--- config.mk ---
export PLATFORM = sky130hd
export DESIGN_NAME = mecanum_cascaded_pi_drive
export DESIGN_NICKNAME = d
export VERILOG_FILES = /design/src/rtl/mcpd_pkg.sv /design/src/rtl/mecanum_cascaded_pi_drive.sv /design/src/rtl/mcpd_mul.sv /design/src/rtl/mcpd_core.sv
export SDC_FILE = /design/constraint.sdc
export NUM_CORES = 2
export LEC_CHECK = 0
export ABC_AREA = 1
export ABC_CLOCK_PERIOD_IN_PS = 17480
export BUFFER_PORTS_ARGS = -buffer_cell sky130_fd_sc_hd__buf_2
export CAP_MARGIN = 20
export CELL_PAD_IN_SITES_DETAIL_PLACEMENT = 1
export CELL_PAD_IN_SITES_GLOBAL_PLACEMENT = 2
export CORE_UTILIZATION = 39
export CTS_BUF_LIST = sky130_fd_sc_hd__clkbuf_16
export DETAILED_ROUTE_END_ITERATION = 8
export PLACE_DENSITY = 0.87
export SLEW_MARGIN = 10
export SYNTH_ARGS = -nofsm -noshare
export SYNTH_HDL_FRONTEND = slang
export SYNTH_SLANG_ARGS = --single-unit
export TNS_END_PERCENT = 5
--- constraint.sdc ---
create_clock -name clk -period 17.48 [get_ports clk]
set_clock_uncertainty 0.05 [all_clocks]
set_input_delay 0 -clock clk [delete_from_list [all_inputs] [get_ports clk]]
set_output_delay 0 -clock clk [all_outputs]
set_load 0.1 [all_outputs]
--- src/rtl/mcpd_pkg.sv ---
package mcpd_pkg;

  // Field and register widths.
  localparam int WHEELS         = 4;
  localparam int WHEEL_W        = 2;
  localparam int STICK_W        = 11;
  localparam int MEAS_W         = 16;
  localparam int GAIN_W         = 16;
  localparam int LIM_W          = 15;
  localparam int OUT_W          = 16;
  localparam int GAIN_FRAC_BITS = 12;

  // Stream widths.
  localparam int IN_DATA_W  = 72;
  localparam int OUT_DATA_W = 32;

  // Configuration register indexes.
  localparam int CFG_IDX_W = 3;
  localparam logic [CFG_IDX_W-1:0] REG_SPEED_KP     = 3'd0;
  localparam logic [CFG_IDX_W-1:0] REG_SPEED_KI     = 3'd1;
  localparam logic [CFG_IDX_W-1:0] REG_CURRENT_KP   = 3'd2;
  localparam logic [CFG_IDX_W-1:0] REG_CURRENT_KI   = 3'd3;
  localparam logic [CFG_IDX_W-1:0] REG_FULL_SPEED   = 3'd4;
  localparam logic [CFG_IDX_W-1:0] REG_TARGET_LIMIT = 3'd5;
  localparam logic [CFG_IDX_W-1:0] REG_DRIVE_LIMIT  = 3'd6;

  // Shared multiplier geometry.
  localparam int MUL_A_W = 28;
  localparam int MUL_B_W = 19;
  localparam int MUL_P_W = MUL_A_W + MUL_B_W;

  // Mixing and division by the full stick deflection.
  localparam int MIX_W      = 13;
  localparam int MAG_W      = 27;
  localparam int DIV_SHIFT  = 27;
  localparam int Q0_W       = 18;
  localparam int Q_W        = 19;
  localparam int STICK_FULL = 660;
  localparam logic [MUL_B_W-1:0] STICK_FULL_B = MUL_B_W'(STICK_FULL);
  localparam logic [MUL_B_W-1:0] RECIP_B = MUL_B_W'((64'd1 << DIV_SHIFT) / STICK_FULL);

  // PI arithmetic.
  localparam int SINT_W = 24;
  localparam int CINT_W = 27;
  localparam int SUM_W  = 35;
  localparam int SH_W   = SUM_W - GAIN_FRAC_BITS;
  localparam int SPEED_INT_LIMIT   = 1000;
  localparam int CURRENT_INT_LIMIT = 8000;
  localparam logic signed [SUM_W-1:0] SINT_MAX =
    SUM_W'(SPEED_INT_LIMIT) <<< GAIN_FRAC_BITS;
  localparam logic signed [SUM_W-1:0] CINT_MAX =
    SUM_W'(CURRENT_INT_LIMIT) <<< GAIN_FRAC_BITS;
  localparam logic signed [SUM_W-1:0] TRUNC_BIAS =
    (SUM_W'(1) <<< GAIN_FRAC_BITS) - SUM_W'(1);

  typedef struct packed {
    logic        [WHEEL_W-1:0] wheel;
    logic signed [STICK_W-1:0] stick_turn;
    logic signed [STICK_W-1:0] stick_strafe;
    logic signed [STICK_W-1:0] stick_forward;
    logic signed [MEAS_W-1:0]  measured_speed;
    logic signed [MEAS_W-1:0]  measured_current;
  } item_t;

  typedef struct packed {
    logic [GAIN_W-1:0] speed_kp;
    logic [GAIN_W-1:0] speed_ki;
    logic [GAIN_W-1:0] current_kp;
    logic [GAIN_W-1:0] current_ki;
    logic [LIM_W-1:0]  full_speed;
    logic [LIM_W-1:0]  target_limit;
    logic [LIM_W-1:0]  drive_limit;
  } cfg_t;

  typedef struct packed {
    logic        [WHEEL_W-1:0] wheel_out;
    logic signed [OUT_W-1:0]   current_target;
    logic signed [OUT_W-1:0]   drive_value;
  } res_t;

endpackage

--- src/rtl/mecanum_cascaded_pi_drive.sv ---
// Channel  Direction  Handshake               Payload
// in_      slave      in_tvalid / in_tready   tuser wheel; tdata sticks and measurements
// out_     master     out_tvalid / out_tready tuser wheel; tdata current target and drive
// cfg_     slave      cfg_valid / cfg_ready   cfg_index register, cfg_data value
//
// The sequencer works on one beat at a time from accept until its result is offered; the shared
// multiplier forms seven products in sequence.
// The input is not ready again until the result has moved to the output register,
// so a new beat cannot be accepted while the previous one is still in the sequencer.
// Reset (rst_n low, synchronous) restores the register defaults and clears all integrators.
// A stalled output holds its beat while the next input beat may already be accepted.
module mecanum_cascaded_pi_drive (
  input  logic                                  clk,
  input  logic                                  rst_n,
  input  logic                                  in_tvalid,
  output logic                                  in_tready,
  // [10:0] stick_turn, [21:11] stick_strafe, [32:22] stick_forward,
  // [48:33] measured_speed, [64:49] measured_current, [71:65] unused
  input  logic [mcpd_pkg::IN_DATA_W-1:0]        in_tdata,
  // [1:0] wheel
  input  logic [mcpd_pkg::WHEEL_W-1:0]          in_tuser,
  output logic                                  out_tvalid,
  input  logic                                  out_tready,
  // [15:0] current_target, [31:16] drive_value
  output logic [mcpd_pkg::OUT_DATA_W-1:0]       out_tdata,
  // [1:0] wheel_out
  output logic [mcpd_pkg::WHEEL_W-1:0]          out_tuser,
  input  logic                                  cfg_valid,
  output logic                                  cfg_ready,
  input  logic [mcpd_pkg::CFG_IDX_W-1:0]        cfg_index,
  input  logic [mcpd_pkg::GAIN_W-1:0]           cfg_data
);
  import mcpd_pkg::*;

  cfg_t                    cfg_r, cfg_nxt;
  item_t                   item;
  res_t                    res;
  logic                    core_idle, res_valid, res_take, in_fire;
  logic                    out_valid_r, out_valid_nxt;
  logic [OUT_DATA_W-1:0]   out_data_r;
  logic [WHEEL_W-1:0]      out_user_r;
  logic signed [OUT_W-1:0] lim_ct, lim_dv;
  logic                    ct_ok, dv_ok;

  // Unpack the input beat.
  assign item.wheel            = in_tuser;
  assign item.stick_turn       = $signed(in_tdata[10:0]);
  assign item.stick_strafe     = $signed(in_tdata[21:11]);
  assign item.stick_forward    = $signed(in_tdata[32:22]);
  assign item.measured_speed   = $signed(in_tdata[48:33]);
  assign item.measured_current = $signed(in_tdata[64:49]);

  assign in_tready = core_idle;
  assign in_fire   = in_tvalid && in_tready;
  assign cfg_ready = 1'b1;

  // Configuration register writes; unknown indexes are dropped.
  always_comb begin
    cfg_nxt = cfg_r;
    if (cfg_valid && cfg_ready) begin
      case (cfg_index)
        REG_SPEED_KP:     cfg_nxt.speed_kp     = cfg_data;
        REG_SPEED_KI:     cfg_nxt.speed_ki     = cfg_data;
        REG_CURRENT_KP:   cfg_nxt.current_kp   = cfg_data;
        REG_CURRENT_KI:   cfg_nxt.current_ki   = cfg_data;
        REG_FULL_SPEED:   cfg_nxt.full_speed   = cfg_data[LIM_W-1:0];
        REG_TARGET_LIMIT: cfg_nxt.target_limit = cfg_data[LIM_W-1:0];
        REG_DRIVE_LIMIT:  cfg_nxt.drive_limit  = cfg_data[LIM_W-1:0];
        default: ;
      endcase
    end
  end

  always_ff @(posedge clk) begin
    if (!rst_n) begin
      cfg_r.speed_kp     <= GAIN_W'(8192);
      cfg_r.speed_ki     <= GAIN_W'(143);
      cfg_r.current_kp   <= GAIN_W'(7373);
      cfg_r.current_ki   <= GAIN_W'(82);
      cfg_r.full_speed   <= LIM_W'(5000);
      cfg_r.target_limit <= LIM_W'(5000);
      cfg_r.drive_limit  <= LIM_W'(16000);
    end else begin
      cfg_r <= cfg_nxt;
    end
  end

  mcpd_core u_core (
    .clk       (clk),
    .rst_n     (rst_n),
    .start     (in_fire),
    .item      (item),
    .cfg       (cfg_r),
    .idle      (core_idle),
    .res_valid (res_valid),
    .res_take  (res_take),
    .res       (res)
  );

  // Output register between the sequencer and the result channel.
  assign res_take      = res_valid && (!out_valid_r || out_tready);
  assign out_valid_nxt = res_take || (out_valid_r && !out_tready);

  always_ff @(posedge clk) begin
    if (!rst_n) begin
      out_valid_r <= 1'b0;
    end else begin
      out_valid_r <= out_valid_nxt;
    end
  end

  always_ff @(posedge clk) begin
    if (res_take) begin
      out_data_r <= {res.drive_value, res.current_target};
      out_user_r <= res.wheel_out;
    end
  end

  assign out_tvalid = out_valid_r;
  assign out_tdata  = out_data_r;
  assign out_tuser  = out_user_r;

  // Limits seen by the result when it is handed over.
  assign lim_ct = $signed(OUT_W'(cfg_r.target_limit));
  assign lim_dv = $signed(OUT_W'(cfg_r.drive_limit));
  assign ct_ok  = (res.current_target <= lim_ct) && (res.current_target >= -lim_ct);
  assign dv_ok  = (res.drive_value <= lim_dv) && (res.drive_value >= -lim_dv);

  a_ct_limit: assert property (@(posedge clk) disable iff (!rst_n)
    res_take |-> ct_ok)
    else $error("current target outside its limit");

  a_dv_limit: assert property (@(posedge clk) disable iff (!rst_n)
    res_take |-> dv_ok)
    else $error("drive value outside its limit");

  a_busy_after_accept: assert property (@(posedge clk) disable iff (!rst_n)
    in_fire |=> !in_tready)
    else $error("input ready right after an accepted beat");

  a_no_instant_result: assert property (@(posedge clk) disable iff (!rst_n)
    in_fire && !out_tvalid |=> !out_tvalid)
    else $error("result appeared one cycle after accept");

endmodule

--- src/rtl/mcpd_mul.sv ---
module mcpd_mul (
  input  logic                                 clk,
  input  logic signed [mcpd_pkg::MUL_A_W-1:0]  a,
  input  logic signed [mcpd_pkg::MUL_B_W-1:0]  b,
  output logic signed [mcpd_pkg::MUL_P_W-1:0]  p
);
  import mcpd_pkg::*;

  logic signed [MUL_P_W-1:0] p_r;

  // One signed product per cycle, registered.
  always_ff @(posedge clk) begin
    p_r <= MUL_P_W'(a) * MUL_P_W'(b);
  end

  assign p = p_r;

endmodule

--- src/rtl/mcpd_core.sv ---
module mcpd_core (
  input  logic            clk,
  input  logic            rst_n,
  input  logic            start,
  input  mcpd_pkg::item_t item,
  input  mcpd_pkg::cfg_t  cfg,
  output logic            idle,
  output logic            res_valid,
  input  logic            res_take,
  output mcpd_pkg::res_t  res
);
  import mcpd_pkg::*;

  localparam logic [2:0] ST_IDLE = 3'd0;
  localparam logic [2:0] ST_MIX  = 3'd1;
  localparam logic [2:0] ST_MAG  = 3'd2;
  localparam logic [2:0] ST_Q0   = 3'd3;
  localparam logic [2:0] ST_FIX  = 3'd4;
  localparam logic [2:0] ST_ERR  = 3'd5;
  localparam logic [2:0] ST_INT  = 3'd6;
  localparam logic [2:0] ST_OUT  = 3'd7;

  function automatic logic signed [OUT_W-1:0] sat16(input logic signed [SUM_W-1:0] v);
    logic signed [SUM_W-1:0] hi;
    logic signed [SUM_W-1:0] lo;
    hi = SUM_W'(32767);
    lo = -SUM_W'(32768);
    if (v > hi) begin
      sat16 = OUT_W'(hi);
    end else if (v < lo) begin
      sat16 = OUT_W'(lo);
    end else begin
      sat16 = v[OUT_W-1:0];
    end
  endfunction

  logic [2:0]                state_r, state_nxt;
  logic                      inner_r, inner_nxt;
  item_t                     item_r, item_nxt;
  logic signed [MIX_W-1:0]   mix_r, mix_nxt;
  logic [MAG_W-1:0]          m_r, m_nxt;
  logic                      neg_r, neg_nxt;
  logic [Q_W-1:0]            q_r, q_nxt;
  logic signed [OUT_W-1:0]   err_r, err_nxt;
  logic signed [OUT_W-1:0]   ctgt_r, ctgt_nxt;
  logic signed [SINT_W-1:0]  sint_r [WHEELS];
  logic signed [SINT_W-1:0]  sint_nxt [WHEELS];
  logic signed [CINT_W-1:0]  cint_r [WHEELS];
  logic signed [CINT_W-1:0]  cint_nxt [WHEELS];

  logic signed [MUL_A_W-1:0] mul_a;
  logic signed [MUL_B_W-1:0] mul_b;
  logic signed [MUL_P_W-1:0] mul_p;

  logic signed [MIX_W-1:0]   f_s, s_s, t_s, mix_start;
  logic [MAG_W:0]            prod_mag;
  logic [MAG_W-1:0]          rem;
  logic signed [Q_W:0]       q_signed;
  logic signed [OUT_W-1:0]   target;
  logic signed [SUM_W-1:0]   integ_old, ilim, isum, iclamp;
  logic signed [SUM_W-1:0]   acc, acc_adj;
  logic signed [SH_W-1:0]    acc_sh, lim_s, pi_out;
  logic [LIM_W-1:0]          lim_sel;
  logic [GAIN_W-1:0]         kp_sel;
  logic signed [OUT_W-1:0]   pi_out16;

  mcpd_mul u_mul (
    .clk (clk),
    .a   (mul_a),
    .b   (mul_b),
    .p   (mul_p)
  );

  // Mecanum mix of the incoming sticks, taken at accept.
  always_comb begin
    f_s = MIX_W'(item.stick_forward);
    s_s = MIX_W'(item.stick_strafe);
    t_s = MIX_W'(item.stick_turn);
    case (item.wheel)
      2'd0:    mix_start =  f_s + s_s + t_s;
      2'd1:    mix_start =  f_s - s_s + t_s;
      2'd2:    mix_start = -f_s - s_s + t_s;
      default: mix_start = -f_s + s_s + t_s;
    endcase
  end

  // Loop selection: outer speed loop first, then inner current loop.
  assign kp_sel    = inner_r ? cfg.current_kp  : cfg.speed_kp;
  assign lim_sel   = inner_r ? cfg.drive_limit : cfg.target_limit;
  assign ilim      = inner_r ? CINT_MAX : SINT_MAX;
  assign integ_old = inner_r ? SUM_W'(cint_r[item_r.wheel]) : SUM_W'(sint_r[item_r.wheel]);

  // Integrator update and clamp.
  always_comb begin
    isum = integ_old + $signed(mul_p[SUM_W-1:0]);
    if (isum > ilim) begin
      iclamp = ilim;
    end else if (isum < -ilim) begin
      iclamp = -ilim;
    end else begin
      iclamp = isum;
    end
  end

  // PI output: truncate toward zero, then clamp to the loop limit.
  always_comb begin
    acc     = $signed(mul_p[SUM_W-1:0]) + integ_old;
    acc_adj = acc[SUM_W-1] ? acc + TRUNC_BIAS : acc;
    acc_sh  = acc_adj[SUM_W-1:GAIN_FRAC_BITS];
    lim_s   = $signed(SH_W'(lim_sel));
    if (acc_sh > lim_s) begin
      pi_out = lim_s;
    end else if (acc_sh < -lim_s) begin
      pi_out = -lim_s;
    end else begin
      pi_out = acc_sh;
    end
    pi_out16 = pi_out[OUT_W-1:0];
  end

  // Signed speed target from the corrected quotient.
  assign prod_mag = mul_p[MUL_P_W-1] ? (MAG_W+1)'(-mul_p) : (MAG_W+1)'(mul_p);
  assign rem      = m_r - mul_p[MAG_W-1:0];
  assign q_signed = neg_r ? -$signed({1'b0, q_r}) : $signed({1'b0, q_r});
  assign target   = sat16(SUM_W'(q_signed));

  // Sequencer and operand selection for the shared multiplier.
  always_comb begin
    state_nxt = state_r;
    inner_nxt = inner_r;
    item_nxt  = item_r;
    mix_nxt   = mix_r;
    m_nxt     = m_r;
    neg_nxt   = neg_r;
    q_nxt     = q_r;
    err_nxt   = err_r;
    ctgt_nxt  = ctgt_r;
    sint_nxt  = sint_r;
    cint_nxt  = cint_r;
    mul_a     = '0;
    mul_b     = '0;
    case (state_r)
      ST_IDLE: begin
        if (start) begin
          item_nxt  = item;
          mix_nxt   = mix_start;
          inner_nxt = 1'b0;
          state_nxt = ST_MIX;
        end
      end
      ST_MIX: begin
        mul_a     = MUL_A_W'(mix_r);
        mul_b     = $signed(MUL_B_W'(cfg.full_speed));
        state_nxt = ST_MAG;
      end
      ST_MAG: begin
        neg_nxt   = mul_p[MUL_P_W-1];
        m_nxt     = prod_mag[MAG_W-1:0];
        mul_a     = $signed(MUL_A_W'(prod_mag[MAG_W-1:0]));
        mul_b     = $signed(RECIP_B);
        state_nxt = ST_Q0;
      end
      ST_Q0: begin
        q_nxt     = Q_W'(mul_p[DIV_SHIFT +: Q0_W]);
        mul_a     = $signed(MUL_A_W'(mul_p[DIV_SHIFT +: Q0_W]));
        mul_b     = $signed(STICK_FULL_B);
        state_nxt = ST_FIX;
      end
      ST_FIX: begin
        // The reciprocal quotient is low by at most one.
        if (rem >= MAG_W'(STICK_FULL)) begin
          q_nxt = q_r + Q_W'(1);
        end
        state_nxt = ST_ERR;
      end
      ST_ERR: begin
        err_nxt   = sat16(SUM_W'(target) - SUM_W'(item_r.measured_speed));
        mul_a     = MUL_A_W'(err_nxt);
        mul_b     = $signed(MUL_B_W'(cfg.speed_ki));
        state_nxt = ST_INT;
      end
      ST_INT: begin
        if (inner_r) begin
          cint_nxt[item_r.wheel] = iclamp[CINT_W-1:0];
        end else begin
          sint_nxt[item_r.wheel] = iclamp[SINT_W-1:0];
        end
        mul_a     = MUL_A_W'(err_r);
        mul_b     = $signed(MUL_B_W'(kp_sel));
        state_nxt = ST_OUT;
      end
      ST_OUT: begin
        if (!inner_r) begin
          ctgt_nxt  = pi_out16;
          err_nxt   = sat16(SUM_W'(pi_out16) - SUM_W'(item_r.measured_current));
          inner_nxt = 1'b1;
          mul_a     = MUL_A_W'(err_nxt);
          mul_b     = $signed(MUL_B_W'(cfg.current_ki));
          state_nxt = ST_INT;
        end else begin
          // Hold the product steady until the result is taken.
          mul_a = MUL_A_W'(err_r);
          mul_b = $signed(MUL_B_W'(kp_sel));
          if (res_take) begin
            state_nxt = ST_IDLE;
          end
        end
      end
      default: begin
        state_nxt = ST_IDLE;
      end
    endcase
  end

  // Control state and integrators.
  always_ff @(posedge clk) begin
    if (!rst_n) begin
      state_r <= ST_IDLE;
      inner_r <= 1'b0;
      for (int i = 0; i < WHEELS; i++) begin
        sint_r[i] <= '0;
        cint_r[i] <= '0;
      end
    end else begin
      state_r <= state_nxt;
      inner_r <= inner_nxt;
      sint_r  <= sint_nxt;
      cint_r  <= cint_nxt;
    end
  end

  // Working registers of the current item.
  always_ff @(posedge clk) begin
    item_r <= item_nxt;
    mix_r  <= mix_nxt;
    m_r    <= m_nxt;
    neg_r  <= neg_nxt;
    q_r    <= q_nxt;
    err_r  <= err_nxt;
    ctgt_r <= ctgt_nxt;
  end

  assign idle               = (state_r == ST_IDLE);
  assign res_valid          = (state_r == ST_OUT) && inner_r;
  assign res.wheel_out      = item_r.wheel;
  assign res.current_target = ctgt_r;
  assign res.drive_value    = pi_out16;

endmodule
Word level (Yosys, flattened, before mapping)
Cells that the tools add are included.
- flip-flop bits (word level): 525
- output and inout bits: 37
- logic and storage cells: 158
- input bits: 98
- multipliers: 1
- reductions and logical operators: 30
- multiplexer cells: 44
- bitwise gates (word level): 2
- add/subtract/negate cells: 19
- eq/ne operators: 19
- $lt $le $gt $ge: 13
- operators with widths (kind ; count):
    $mux 16 ; 11
    $pmux 28 s6 ; 1
    $mux 27 ; 6
    $bwmux 108 ; 1
    $pmux 18 s6 ; 1
    $bwmux 96 ; 1
    $mux 24 ; 3
    $gt 35x16->1 const B ; 2
    $lt 35x16->1 const B ; 2
    $mux 35 ; 2
    $bmux 27 s2 ; 1
    $demux 27 s2 ; 1
    $bmux 24 s2 ; 1
    $demux 24 s2 ; 1
    $mul 28x19->47 ; 1
    $add 13x11->13 ; 3
    $pmux 13 s3 ; 1
    $pmux 19 s2 ; 1
    $add 35x13->35 const B ; 1
    $add 35x35->35 ; 1
    $gt 35x26->1 ; 1
    $lt 35x35->1 ; 1
    $neg 25->35 ; 1
    $sub 16x16->17 ; 2
    44 further kinds ; 81

Depth between registers and ports, before layout
- word-level depth: 18
- mapped depth: 97
- mapped depth without buffers: 94

Hierarchy
From an unflattened synthesis, not the netlist that was laid out.
- cell total of the unflattened synthesis: 7442
- area, all modules: 54338.4 µm²
- by module, submodules not included (module ; seq. area each (µm²) ; cells an instance ; instances ; area an instance (µm²)):
    mcpd_core ; 7947.6 ; 4012 ; 1 ; 27669.0
    mcpd_mul ; 940.9 ; 2795 ; 1 ; 21358.0
    mecanum_cascaded_pi_drive ; 3223.1 ; 635 ; 1 ; 5311.3

Worst setup path before layout
OpenSTA, ideal clock, no wires.
- path kind: register to register
- start point: register u_core.inner_r
- end point: register u_core.u_mul.p_r[46] (netlist: u_core.u_mul.p[46])
- clock period less this slack: 13.785 ns
- data required time: 17.310 ns
- stages on the path, launching flop included: 89
- setup time: 0.120 ns
- arrival: 13.615 ns
- path slack: 3.695 ns
- buffers on the path: 7
- cell sequence: dfxtp_1 -> buf_4 -> buf_6 -> buf_4 -> clkbuf_1 -> buf_1 -> a31oi_1 -> ha_1 -> fa_1 -> nand2_1 -> nand2_1 -> nand3_1 -> nand2_1 -> nand2_1 -> nand2_1 -> xnor2_1 -> nor2_1 -> nand2_1 -> [... 53 more ...] -> fa_1 -> inv_1 -> ha_1 -> a21oi_1 -> o21ai_0 -> a21boi_0 -> o21ai_0 -> a21boi_0 -> inv_1 -> a21oi_1 -> o21ai_0 -> nand2_1 -> nand2_1 -> nand2_1 -> nand2_1 -> nand3_1 -> nand2_1 -> xnor2_1
- RTL lines (what ; RTL line ; source):
    start, declared ; mcpd_core.sv:38 ; logic inner_r, inner_nxt;
    start signal, assigned ; mcpd_core.sv:226 ; inner_r <= inner_nxt;
    end signal, assigned ; mcpd_mul.sv:13 ; p_r <= MUL_P_W'(a) * MUL_P_W'(b);
    end, declared ; mcpd_mul.sv:9 ; logic signed [MUL_P_W-1:0] p_r;

==> impl_results.rst <==
.. list-table::
   :header-rows: 1

   * - Metric
     - Value
   * - Row count
     - 131
   * - Core utilization of the finished layout
     - 44.2%
   * - Syn Inst Count
     - 6660
   * - Maximum vdd ir drop
     - 0.0000791 V
   * - Required time worst endpoint
     - 17.98 ns
   * - Gr ovfl total
     - 0
   * - Type of the most critical hold path
     - primary input to register
   * - Top-Level Pins
     - 135
   * - Number of warning messages in the yosys log
     - 0
   * - Per-instance average area after synthesis
     - 7.61 sq um
   * - Maximum number of pins on one net before global-route repair
     - 93
   * - Number of sinks on the clock net
     - 524
   * - Max_cap viols
     - 0
   * - Relative slew margins
     - 28.6%
   * - Worst setup path class
     - register to register
   * - Final WS setup
     - 0.682 ns
   * - Fraction of registers with async set or reset after synthesis
     - 0%
   * - Final Cycle Share
     - 96.1%
   * - Overall global routing resource usage
     - 27.5%
   * - Netlist area before placement
     - 50700 sq um
   * - Number of vias after detailed routing
     - 45144
   * - Clock latency on the worst-skew pair
     - 0.68 ns
   * - Total DRC errors in the routed layout
     - 0
   * - Area of the die
     - 131000 sq um
   * - Source of the worst hold timing path
     - in_tdata[0]
   * - Per-cell routed wire length
     - 20.9 um
   * - Number of input and output port buffers inserted
     - 126
   * - Data arrival time of the worst path
     - 17.29 ns
   * - Largest cells by area after synthesis
     - sky130_fd_sc_hd__fa_1 21%, sky130_fd_sc_hd__dfxtp_1 14%, sky130_fd_sc_hd__inv_1 11%
   * - Total leakage power
     - 29.1 nW
   * - Remaining antenna violation count
     - 0
   * - Area fraction of the dominant cell type after synthesis
     - 21.4%
   * - Biggest cell delay along the critical path
     - 0.57 ns
   * - CTS tree
     - yes
   * - Areal power density over the cells
     - 105 nW/um^2
   * - Net count, final
     - 7803
   * - Destination of the worst hold path
     - u_core.mix_r[1]
   * - DR iter-0 viols
     - 2576
   * - Area growth syn-to-layout
     - 12.0%
   * - Yosys cell types
     - 71
   * - Final setup vio count
     - 0
   * - Number of levels in the clock H-tree
     - 2
   * - CTS max path bufs
     - 3
   * - HPWL after detailed placement
     - 140000 um
   * - Number of iterations in the first detailed-routing pass
     - 5
   * - Cell type with the largest total area after synthesis
     - sky130_fd_sc_hd__fa_1
   * - Register-to-register setup slack
     - 0.68 ns
   * - Buffers plus inverters on the worst setup path
     - 14
   * - Register-to-Register Path Depth
     - 75
   * - Via density per instance
     - 5.23
   * - Worst setup slack before clock tree synthesis
     - 0.782 ns
   * - Most used cell along the critical path
     - sky130_fd_sc_hd__nand2_1
   * - Die X
     - 363 um
   * - Vias in the first global route
     - 48803
   * - Final weighted congestion of routability-driven global placement
     - 0.916
   * - Highest Clock Rate
     - 59.5 MHz
   * - Share of post-route cells with drive strength above 1
     - 6.65%
   * - Number of flops mapped to enable cells by yosys
     - 160
   * - Clock period minus worst slack
     - 16.80 ns
   * - Critical R2R Capture
     - u_core.u_mul.p[40]
   * - Final Routed Wirelength
     - 181000 um
   * - Cell at the root of the clock tree
     - sky130_fd_sc_hd__clkbuf_16
   * - Worst path top cell family by delay
     - compound AO/OA/AOI/OAI gates
   * - Initial Utilization
     - 39.5%
   * - Worst Max-Slew Pin Slew
     - 1.07 ns
   * - Number of flip-flops and latches in the synthesized netlist
     - 524
   * - Wire length of the first global-routing pass
     - 281000 um
   * - Number of antenna violations at the first check in global routing
     - 6
   * - Crit Path Max Fanout
     - 11
   * - Final count of hold timing violations
     - 0
   * - Layout filler cell count
     - 15891
   * - Prevailing post-synth register cell
     - sky130_fd_sc_hd__dfxtp_1
   * - Origin of the critical flop-to-flop path
     - u_core.res[33]
   * - Slew Viols, Final
     - 0
   * - Startpoint type of the worst setup path
     - register
   * - Sum Neg Setup Slack
     - 0 ns
   * - Clock transition at the register clock pins on the worst setup and hold paths after CTS
     - 0.07 ns
   * - Most common cell after layout, fill and taps aside
     - sky130_fd_sc_hd__inv_1
   * - CP max-delay cell
     - sky130_fd_sc_hd__fa_1
   * - Power consumption
     - 5.97 mW
   * - Most frequent cells in the layout
     - 1503 x sky130_fd_sc_hd__inv_1, 1337 x sky130_fd_sc_hd__nand2_1, 542 x sky130_fd_sc_hd__fa_1
   * - Crit end category
     - register
   * - Run status
     - complete, no violations
   * - Number of clock buffers inserted by TritonCTS
     - 59
   * - Cell depth of the worst hold path
     - 5
   * - Share of the yosys chip area belonging to registers
     - 23.8%
   * - Die span in y
     - 363 um
   * - Core box area
     - 128000 sq um
[cell type report]
| cell class | count | area [sq um] | share of cell area (%) |
|---|---|---|---|
| diodes | 3 | 7.51 | 0.0132 |
| inverters | 1510 | 5680 | 10.0 |
| well taps | 1729 | 2160 | 3.81 |
| repair buffers | 343 | 2590 | 4.56 |
| multi-input cells | 4415 | 32300 | 57.0 |
| clock buffers | 60 | 1500 | 2.64 |
| clock inverters | 52 | 405 | 0.714 |
| flip-flops and latches | 524 | 12100 | 21.3 |
[stage by stage]
step	instances	hold slack [ns]	instance area [sq um]
final	8636	0.0377	56800
after CTS	8626	0.0141	56600
after floorplan	6661	0.0489	50700
after global routing	8635	0.0484	56800
after detailed placement	8418	0.129	53700
after global placement	8417	0.129	53700
[cell usage after synthesis, types with 134 or more instances]
cell type                  instances
sky130_fd_sc_hd__a21oi_1         376
sky130_fd_sc_hd__clkbuf_1        164
sky130_fd_sc_hd__dfxtp_1         364
sky130_fd_sc_hd__edfxtp_1        160
sky130_fd_sc_hd__fa_1            542
sky130_fd_sc_hd__ha_1            310
sky130_fd_sc_hd__inv_1          1489
sky130_fd_sc_hd__nand2_1        1341
sky130_fd_sc_hd__nand3_1         234
sky130_fd_sc_hd__nor2_1          500
sky130_fd_sc_hd__o21ai_0         391
sky130_fd_sc_hd__xor2_1          134
[flip-flops by register name (all words and copies together), names as in the netlist]
register	cells
cfg_r	109
out_tdata	32
out_tuser	2
out_tvalid	1
u_core.cint_r	108
u_core.ctgt_r	16
u_core.err_r	16
u_core.inner_r	1
u_core.item_r	32
u_core.m_r	27
u_core.mix_r	13
u_core.neg_r	1
u_core.q_r	19
u_core.res	2
u_core.sint_r	96
u_core.state_r	3
u_core.u_mul.p	46
[worst max-delay path by stage]
stage / startpoint / end / slack (ns) / cells past startpoint
after CTS: u_core.res[33] / u_core.u_mul.p[44] / 0.68 / 85
after global routing: u_core.res[33] / u_core.u_mul.p[41] / -0.03 / 91
final: u_core.res[33] / u_core.u_mul.p[40] / 0.68 / 75
after floorplan: u_core.inner_r / u_core.u_mul.p[46] / 3.69 / 88
after detailed placement: u_core.res[33] / u_core.u_mul.p[44] / 0.78 / 85
after global placement: u_core.res[33] / u_core.u_mul.p[44] / 1.09 / 79
[worst register-to-register path, delay by kind of cell (launching register included)]
| family | cells | cell delay, ns |
|---|---|---|
| AOI/OAI and AO/OA | 21 | 5.23 |
| xor gates and xnor gates | 3 | 0.76 |
| adders and majority gates | 10 | 4.32 |
| buffers and inverters | 14 | 2.01 |
| DFF | 1 | 0.56 |
| and+or+nand+nor | 27 | 3.71 |
[per-layer routing]
metal	track usage, %	part of all wire [%]	vias up
met1	33.8	42	22815
met4	12.4	4.9	0
met3	2.60	3.7	355
met5	0	0	-
met2	48.7	49	884
li1	-	-	21090
[cell families (layout without fill, tap and decap cells)]
family / count (synthesis) / in the layout / share of synthesized area [%]
adders and majority gates: 852 / 852 / 29.0
other: 2 / 6 / 0.0148
muxes: 9 / 9 / 0.178
and+or+nand+nor: 2273 / 2273 / 18.5
DFF: 524 / 524 / 23.8
buffers and inverters: 1722 / 1965 / 12.9
xor gates and xnor gates: 189 / 189 / 3.29
AOI/OAI and AO/OA: 1089 / 1089 / 12.2
[report_power, final]
part | switching (mW) | internal [mW] | leakage (nW) | total, mW
sequential | 0.103 | 1.39 | 4.43 | 1.49
combinational | 2.16 | 1.05 | 23.7 | 3.21
clock | 0.563 | 0.698 | 0.991 | 1.26
[repair_timing]
action / in CTS / in global routing
setup buffers: 0 / 5
setup endpoints to repair: 0 / 20
resized for setup: 0 / 35
hold buffers: 96 / 0
endpoints found under the hold margin: 276 / 0
(Power assumes the default switching activity.)
